File: src/assert_macros.svh
// assertion helpers shared by the rtl
`ifndef ASSERT_MACROS_SVH
`define ASSERT_MACROS_SVH

// plain property, checked at every edge outside reset
`define URS_ASSERT(lbl, clk, rst, prop, msg) \
   lbl: assert property (@(posedge clk) disable iff (rst) (prop)) else $error(msg);

// same cycle implication
`define URS_ASSERT_IMPL(lbl, clk, rst, ante, cons, msg) \
   lbl: assert property (@(posedge clk) disable iff (rst) (ante) |-> (cons)) else $error(msg);

// next cycle implication
`define URS_ASSERT_NEXT(lbl, clk, rst, ante, cons, msg) \
   lbl: assert property (@(posedge clk) disable iff (rst) (ante) |=> (cons)) else $error(msg);

`endif

File: src/urs_pkg.sv
package urs_pkg;

   localparam int ECHO_BITS  = 16;
   localparam int ECHO_EXT_W = 24;
   localparam int FIELD_W    = 16;
   localparam int CONV_SHIFT = 16;
   localparam int PROD_W     = ECHO_BITS + 15;
   localparam int CONV_W     = PROD_W - CONV_SHIFT;
   localparam logic [14:0] CONV_MUL = 15'd18017;

   localparam int DIST_W = 11;
   localparam int SUM_W  = 13;
   localparam logic [DIST_W-1:0] DIST_MIN_Q4  = 11'd32;
   localparam logic [DIST_W-1:0] DIST_CAP_Q4  = 11'd1280;
   localparam logic [DIST_W-1:0] DIST_HIGH_Q4 = 11'd1360;

   // floor(x / 3) as (x * 2731) >> 13, exact for x below 8192
   localparam logic [11:0] DIV3_MUL   = 12'd2731;
   localparam int          DIV3_SHIFT = 13;
   localparam int          DIV3_PROD_W = SUM_W + 12;

   localparam int OBS_W = 7;
   localparam logic [OBS_W-1:0] OBS_OFFSET_CM = 7'd10;
   localparam logic signed [7:0] STEER_HI = 8'sd3;
   localparam logic signed [7:0] STEER_LO = -8'sd3;

   localparam int CSR_IDX_W = 2;
   localparam logic [CSR_IDX_W-1:0] CSR_RISE_LIMIT   = 2'd0;
   localparam logic [CSR_IDX_W-1:0] CSR_OBSTACLE_LOW = 2'd1;

   localparam logic [DIST_W-1:0] RISE_LIMIT_RESET = 11'd32;
   localparam logic [OBS_W-1:0]  OBSTACLE_RESET   = 7'd30;

   typedef struct packed {
      logic conv_en;
      logic upd_en;
   } lane_ctrl_type;

   function automatic logic [DIST_W-1:0] min_dist(input logic [DIST_W-1:0] a,
                                                   input logic [DIST_W-1:0] b);
      min_dist = (a < b) ? a : b;
   endfunction

endpackage

File: src/urs_lane.sv
`include "assert_macros.svh"

module urs_lane
   import urs_pkg::*;
(
   input  logic                  clock,
   input  logic                  reset,
   input  lane_ctrl_type         ctrl,
   input  logic [FIELD_W-1:0]    echo_us,
   input  logic [DIST_W-1:0]     rise_limit_q4,
   output logic [DIST_W-1:0]     avg_q4
);

   logic [ECHO_EXT_W-1:0] echo_ext;
   logic [PROD_W-1:0]     prod;
   logic [CONV_W-1:0]     conv_ff, conv_in;

   logic [DIST_W-1:0] h0_ff, h1_ff, h2_ff, avg_ff;
   logic [DIST_W-1:0] h2_in, avg_in;
   logic [DIST_W-1:0] dist_q4;
   logic signed [DIST_W+1:0] diff;
   logic [DIST_W:0]   lim_sum;
   logic              limit_hit;
   logic [SUM_W-1:0]  sum;
   logic [DIV3_PROD_W-1:0] div_prod;

   // duration to Q4 cm
   assign echo_ext = ECHO_EXT_W'(echo_us);
   assign prod     = PROD_W'(echo_ext[ECHO_BITS-1:0]) * PROD_W'(CONV_MUL);
   assign conv_in  = prod[PROD_W-1:CONV_SHIFT];

   always_ff @(posedge clock) begin
      if (ctrl.conv_en) begin
         conv_ff <= conv_in;
      end
   end

   // clamp
   always_comb begin
      priority if (conv_ff < CONV_W'(DIST_MIN_Q4)) begin
         dist_q4 = DIST_MIN_Q4;
      end else if (conv_ff > CONV_W'(DIST_CAP_Q4)) begin
         dist_q4 = DIST_HIGH_Q4;
      end else begin
         dist_q4 = conv_ff[DIST_W-1:0];
      end
   end

   // rise limit against the last average
   assign diff      = $signed({2'b00, dist_q4}) - $signed({2'b00, avg_ff});
   assign limit_hit = (dist_q4 > h2_ff) && (diff > $signed({2'b00, rise_limit_q4}));
   assign lim_sum   = {1'b0, avg_ff} + {1'b0, rise_limit_q4};
   assign h2_in     = limit_hit ? lim_sum[DIST_W-1:0] : dist_q4;

   // three tap average
   assign sum      = SUM_W'(h1_ff) + SUM_W'(h2_ff) + SUM_W'(h2_in);
   assign div_prod = DIV3_PROD_W'(sum) * DIV3_PROD_W'(DIV3_MUL);
   assign avg_in   = div_prod[DIV3_SHIFT+DIST_W-1:DIV3_SHIFT];

   always_ff @(posedge clock) begin
      if (reset) begin
         h0_ff  <= '0;
         h1_ff  <= '0;
         h2_ff  <= '0;
         avg_ff <= '0;
      end else if (ctrl.upd_en) begin
         h0_ff  <= h1_ff;
         h1_ff  <= h2_ff;
         h2_ff  <= h2_in;
         avg_ff <= avg_in;
      end
   end

   assign avg_q4 = avg_ff;

   `URS_ASSERT(a_newest_in_range, clock, reset, h2_ff <= DIST_HIGH_Q4, "stored distance out of range")
   `URS_ASSERT_NEXT(a_avg_in_range, clock, reset, ctrl.upd_en, avg_ff <= DIST_HIGH_Q4, "lane average out of range")

endmodule

File: src/urs_merge.sv
module urs_merge
   import urs_pkg::*;
(
   input  logic                    clock,
   input  logic                    load,
   input  logic [DIST_W-1:0]       front_q4,
   input  logic [DIST_W-1:0]       right_q4,
   input  logic [DIST_W-1:0]       left_q4,
   input  logic signed [7:0]       steer_command,
   input  logic [OBS_W-1:0]        obstacle_low_cm,
   output logic [DIST_W-1:0]       front_avg_q4,
   output logic [DIST_W-1:0]       right_avg_q4,
   output logic [DIST_W-1:0]       left_avg_q4,
   output logic [DIST_W-1:0]       fused_distance_q4
);

   logic [DIST_W-1:0] front_ff, right_ff, left_ff, fused_ff, fused_in;
   logic [OBS_W-1:0]  obs_off;
   logic [DIST_W-1:0] thr_q4;
   logic              thr_valid;
   logic [DIST_W-1:0] pair;

   assign obs_off   = obstacle_low_cm - OBS_OFFSET_CM;
   assign thr_valid = obstacle_low_cm >= OBS_OFFSET_CM;
   assign thr_q4    = {obs_off, 4'b0000};

   always_comb begin
      pair     = '0;
      fused_in = '0;
      priority if (steer_command > STEER_HI) begin
         pair     = min_dist(front_q4, left_q4);
         fused_in = (thr_valid && right_q4 <= thr_q4) ? min_dist(pair, right_q4) : pair;
      end else if (steer_command < STEER_LO) begin
         pair     = min_dist(front_q4, right_q4);
         fused_in = (thr_valid && left_q4 <= thr_q4) ? min_dist(pair, left_q4) : pair;
      end else begin
         pair     = min_dist(left_q4, right_q4);
         fused_in = min_dist(pair, front_q4);
      end
   end

   always_ff @(posedge clock) begin
      if (load) begin
         front_ff <= front_q4;
         right_ff <= right_q4;
         left_ff  <= left_q4;
         fused_ff <= fused_in;
      end
   end

   assign front_avg_q4      = front_ff;
   assign right_avg_q4      = right_ff;
   assign left_avg_q4       = left_ff;
   assign fused_distance_q4 = fused_ff;

endmodule

File: src/ultrasonic_range_smoother_fusion.sv
// Three ultrasonic ranges (front, right, left) are converted to cm in Q4, clamped,
// rise limited and averaged over three samples in parallel lanes, then fused into a
// steering-selected minimum. One request can be taken every cycle unless the response
// side stalls; each result passes the duration multiply, lane filter update and merge
// registers in that order. The lane filter state closes in one register update per
// request, which sets the one-per-cycle throughput. csr writes are always accepted
// and should be made while no request is in flight.
`include "assert_macros.svh"

module ultrasonic_range_smoother_fusion
   import urs_pkg::*;
(
   input  logic                 clock,
   input  logic                 reset,
   input  logic                 req_tvalid,
   output logic                 req_tready,
   // front_echo_us, right_echo_us, left_echo_us, steer_command
   input  logic [55:0]          req_tdata,
   output logic                 rsp_tvalid,
   input  logic                 rsp_tready,
   // front_avg_q4, right_avg_q4, left_avg_q4, fused_distance_q4, zero pad
   output logic [47:0]          rsp_tdata,
   input  logic                 csr_valid,
   output logic                 csr_ready,
   input  logic [CSR_IDX_W-1:0] csr_index,
   input  logic [DIST_W-1:0]    csr_data
);

   logic [DIST_W-1:0] rise_limit_ff;
   logic [OBS_W-1:0]  obstacle_ff;

   logic v1_ff, v2_ff, v3_ff;
   logic rdy1, rdy2, rdy3;
   lane_ctrl_type ctrl;
   logic out_en;

   logic signed [7:0] steer1_ff, steer2_ff;
   logic [DIST_W-1:0] front_q4, right_q4, left_q4;
   logic [DIST_W-1:0] front_o, right_o, left_o, fused_o;

   assign csr_ready = 1'b1;

   always_ff @(posedge clock) begin
      if (reset) begin
         rise_limit_ff <= RISE_LIMIT_RESET;
         obstacle_ff   <= OBSTACLE_RESET;
      end else if (csr_valid) begin
         unique case (csr_index)
            CSR_RISE_LIMIT:   rise_limit_ff <= csr_data;
            CSR_OBSTACLE_LOW: obstacle_ff   <= csr_data[OBS_W-1:0];
            default: begin
            end
         endcase
      end
   end

   // pipeline flow
   assign rdy3       = !v3_ff || rsp_tready;
   assign rdy2       = !v2_ff || rdy3;
   assign rdy1       = !v1_ff || rdy2;
   assign req_tready = rdy1;

   assign ctrl.conv_en = req_tvalid && rdy1;
   assign ctrl.upd_en  = v1_ff && rdy2;
   assign out_en       = v2_ff && rdy3;

   always_ff @(posedge clock) begin
      if (reset) begin
         v1_ff <= 1'b0;
         v2_ff <= 1'b0;
         v3_ff <= 1'b0;
      end else begin
         if (rdy1) begin
            v1_ff <= req_tvalid;
         end
         if (rdy2) begin
            v2_ff <= v1_ff;
         end
         if (rdy3) begin
            v3_ff <= v2_ff;
         end
      end
   end

   always_ff @(posedge clock) begin
      if (ctrl.conv_en) begin
         steer1_ff <= $signed(req_tdata[55:48]);
      end
      if (ctrl.upd_en) begin
         steer2_ff <= steer1_ff;
      end
   end

   urs_lane u_lane_front (
      .clock         (clock),
      .reset         (reset),
      .ctrl          (ctrl),
      .echo_us       (req_tdata[15:0]),
      .rise_limit_q4 (rise_limit_ff),
      .avg_q4        (front_q4)
   );

   urs_lane u_lane_right (
      .clock         (clock),
      .reset         (reset),
      .ctrl          (ctrl),
      .echo_us       (req_tdata[31:16]),
      .rise_limit_q4 (rise_limit_ff),
      .avg_q4        (right_q4)
   );

   urs_lane u_lane_left (
      .clock         (clock),
      .reset         (reset),
      .ctrl          (ctrl),
      .echo_us       (req_tdata[47:32]),
      .rise_limit_q4 (rise_limit_ff),
      .avg_q4        (left_q4)
   );

   urs_merge u_merge (
      .clock             (clock),
      .load              (out_en),
      .front_q4          (front_q4),
      .right_q4          (right_q4),
      .left_q4           (left_q4),
      .steer_command     (steer2_ff),
      .obstacle_low_cm   (obstacle_ff),
      .front_avg_q4      (front_o),
      .right_avg_q4      (right_o),
      .left_avg_q4       (left_o),
      .fused_distance_q4 (fused_o)
   );

   assign rsp_tvalid = v3_ff;
   assign rsp_tdata  = {4'b0000, fused_o, left_o, right_o, front_o};

   `URS_ASSERT_IMPL(a_fused_le_front, clock, reset, rsp_tvalid, fused_o <= front_o, "fused distance above front lane")
   `URS_ASSERT_NEXT(a_stage_kept, clock, reset, ctrl.upd_en && !out_en, v2_ff, "lane result dropped")

endmodule

File: config.mk
export PLATFORM = sky130hd
export DESIGN_NAME = ultrasonic_range_smoother_fusion
export DESIGN_NICKNAME = d
export VERILOG_FILES = /design/src/urs_pkg.sv /design/src/urs_lane.sv /design/src/urs_merge.sv /design/src/ultrasonic_range_smoother_fusion.sv
export VERILOG_INCLUDE_DIRS = /design/src /design/src/src
export SDC_FILE = /design/constraint.sdc
export NUM_CORES = 2
export LEC_CHECK = 0
export BUFFER_PORTS_ARGS = -buffer_cell sky130_fd_sc_hd__buf_4
export CORE_MARGIN = 2
export CORE_UTILIZATION = 38
export DETAILED_ROUTE_END_ITERATION = 8
export GPL_ROUTABILITY_DRIVEN = 0
export PLACE_DENSITY = 0.52
export SETUP_SLACK_MARGIN = 0.1
export SLEW_MARGIN = 40
export SYNTH_ARGS = -nofsm -noshare
export SYNTH_HDL_FRONTEND = slang
export SYNTH_HIERARCHICAL = 1
export SYNTH_SLANG_ARGS = --single-unit
File: constraint.sdc
create_clock -name clock -period 26.9 [get_ports clock]
set_input_delay 2.69 -clock clock [delete_from_list [all_inputs] [get_ports clock]]
set_output_delay 2.69 -clock clock [all_outputs]
set_load 0.1 [all_outputs]
==> impl_results.md <==
- Final Hold Viols: 0
- Period utilisation layout: 45.1%
- Most common cell after layout, fill and taps aside: ha_1
- Status: complete, no violations
- Warning count from the yosys run: 6
- Post-Route Setup TNS: 0 ns
- Diodes inserted: 0
- Max Clock Freq: 82.4 MHz
- Final Setup Violations: 0
- # hold bufs at CTS: 0
- DR vias: between 20000 and 30000
- Area after DPL: 37700 µm²
- Overflow after GRT: 0
- Die height: 309 µm
- Most used cell, CP: fa_1
- Drc violations: 0
- Mapped Cells: 3686
- Asr flop ratio synth: 0%
- Maximum fanout along the worst path: 13
- Most frequent cells in the layout: 834 x ha_1, 712 x inv_1, 288 x fa_1, 192 x nor2_1, 176 x a21oi_1
- Clk_skew: around 0.034 ns
- Worst min-delay path class: flip-flop to flip-flop
- Cell Area, Synth: 35300 µm²
- Initial DRC Count: about 1200
- Worst path arrival time: 12.59 ns
- Design area: 38700 µm²
- CP required: approximately 27 ns
- Largest net degree at the start of global routing: 74
- Sequential cell area fraction in the yosys report: 15.8%
- Yosys top cell area share: between 20% and 30%
- Storage element area: about 5600 µm²
- Initial DRT Pass Iterations: 7
- Detail Placement HPWL: 71100 µm
- Number of global-route vias before repair: 25791
- CTS Buf Count: 30
- Critical path's top delay family: compound AO/OA/AOI/OAI gates
- Die width: 309 µm
- I/O Pins: 125
- Rows: about 110
- CP endpoint kind: flip-flop
- Multi-input logic area: around 27000 µm²
- Setup Fix Bufs, Post-CTS: 0
- CTS clk-pin slew, worst paths: 0.06 ns
- Area leader, netlist: ha_1
- Worst reg2reg setup slack: 14.76 ns
- Worst setup SP type: flip-flop
- Initial antenna violation count: 1
- Area delta synth->final: 9.88%
- #FFs+latches synth: 225
- CTS tree: yes
- Filler cell count: slightly above 9000
- Max Root-Sink Buffers: 3
- DRT Wirelength: roughly 84000 µm
- Critical path class: flip-flop to flip-flop
- Delay of the slowest critical-path stage: 0.62 ns
- WP buf/inv: 6
- Number of port buffers: around 120
- Initial Util: 38.4%
- Main area contributors after synthesis: ha_1 30%, fa_1 16%, edfxtp_1 8.9%
- Pins over their slew limit: 0
- Die area: 95200 µm²
- Cell variety after synth: 112
- Rel. slew slack: 46.1%
- Post-cts sizing count: 0
- Wire length per cell: 16.6 µm
- GRT Util Overall: about 18%
- NumNets Final: around 5000
- Htree depth: 1
- Layout cells sized above 1: 7.25%
- Worst skew pair latency: 0.60 ns
- Primary FF master, synth: dfxtp_1
- Post-route minimum period: 12.14 ns
- Post-synth EDFFs: 105
- CTS root buf: clkbuf_16
- Core area: 91800 µm²
- RSZ-0062 raised after global routing: no
- Via density: 4.99
- Syn_area_per_cell: 9.56 µm²
- TritonCTS Sinks: 225
- Slowest stage cell, crit path: or4_1
- Post-DRT Antenna Nets: 0
- First-pass GRT wire length: 137000 µm
- Max Cap Violations: 0
- Worst-Margin Slew: 0.807 ns
final timing paths:
check / start / endpoint / depth (start not counted)
setup / recovery: u_lane_left/conv_ff[12] / u_lane_left/avg_q4[10] / 54
hold / removal: steer1_ff[0] / steer2_ff[0] / 0
setup reg to reg: u_lane_left/conv_ff[12] / u_lane_left/avg_q4[10] / 54
hold reg to reg: steer1_ff[0] / steer2_ff[0] / 0
logic make-up (layout without fill, tap and decap cells):
logic type               after synthesis  after routing  synth area share (%)
AO/OA/AOI/OAI                        641            641                  12.5
XOR/XNOR                             196            196                  4.93
multiplexers                         134            134                  3.94
flip-flops                           225            225                  15.8
buffers and inverters                769            917                  8.39
AND/OR/NAND/NOR                      597            597                  8.48
adder cells (fa/ha/maj)             1122           1122                  46.0
other                                  2              5                0.0213
cell type report:
class                   instances  area share [%]
multi-input cells            2695            69.1
flip-flops and latches        225            14.3
inverters                     714            6.92
clock inverters                20           0.672
clock buffers                  36            2.05
well taps                    1243            4.02
repair buffers                147            2.88
routing by layer:
| layer | track usage [%] | part of all wire, % |
|---|---|---|
| met3 | 2.04 | 3.7 |
| met2 | 30.0 | 45 |
| met4 | 3.03 | 1.6 |
| met1 | 25.4 | 49 |
| met5 | 0 | 0 |
sequential cells by signal, indices dropped and copies added (netlist names), 11 cells and up:
register and cells:
u_lane_front/avg_q4 11, u_merge/left_avg_q4 11, u_merge/right_avg_q4 11, u_lane_front/conv_ff 15
u_lane_right/h1_ff 11, u_lane_left/h1_ff 11, u_merge/fused_distance_q4 11, u_lane_right/conv_ff 15
u_lane_left/conv_ff 15, u_lane_left/avg_q4 11, u_lane_right/h2_ff 11, u_lane_front/h2_ff 11
u_lane_front/h1_ff 11, u_lane_left/h2_ff 11, u_merge/front_avg_q4 11, u_lane_right/avg_q4 11
rise_limit_ff 11
cells in the mapped netlist, drive strengths merged (10+ instances only):
library cell / n
a2111oi: 10
a211oi: 36
a21o: 57
a21oi: 183
a31oi: 14
and2: 38
and3: 12
buf: 24
clkbuf: 31
dfxtp: 120
edfxtp: 105
fa: 288
ha: 834
inv: 713
mux2: 24
mux2i: 110
nand2: 116
nand2b: 54
nand3: 38
nand4: 26
nor2: 193
nor2b: 35
nor3: 33
nor4: 12
o211ai: 33
o21a: 63
o21ai: 137
o21bai: 18
o31ai: 11
xnor2: 127
xor2: 68
through the flow:
step | hold WS (ns) | instances | util (%) | setup WS, ns
after CTS | 0.426 | 5079 | 42.2 | 14.63
after floorplan | 0.400 | 3689 | - | 15.92
final | 0.423 | 5080 | 42.2 | 14.76
after global routing | 0.431 | 5080 | 42.2 | 13.71
after detailed placement | 0.409 | 5023 | 41.0 | 14.66
after global placement | 0.403 | 5023 | 41.0 | 14.92
Power is not shown: default switching activity piles up to over one toggle a cycle in this logic, so the estimate is an artifact.
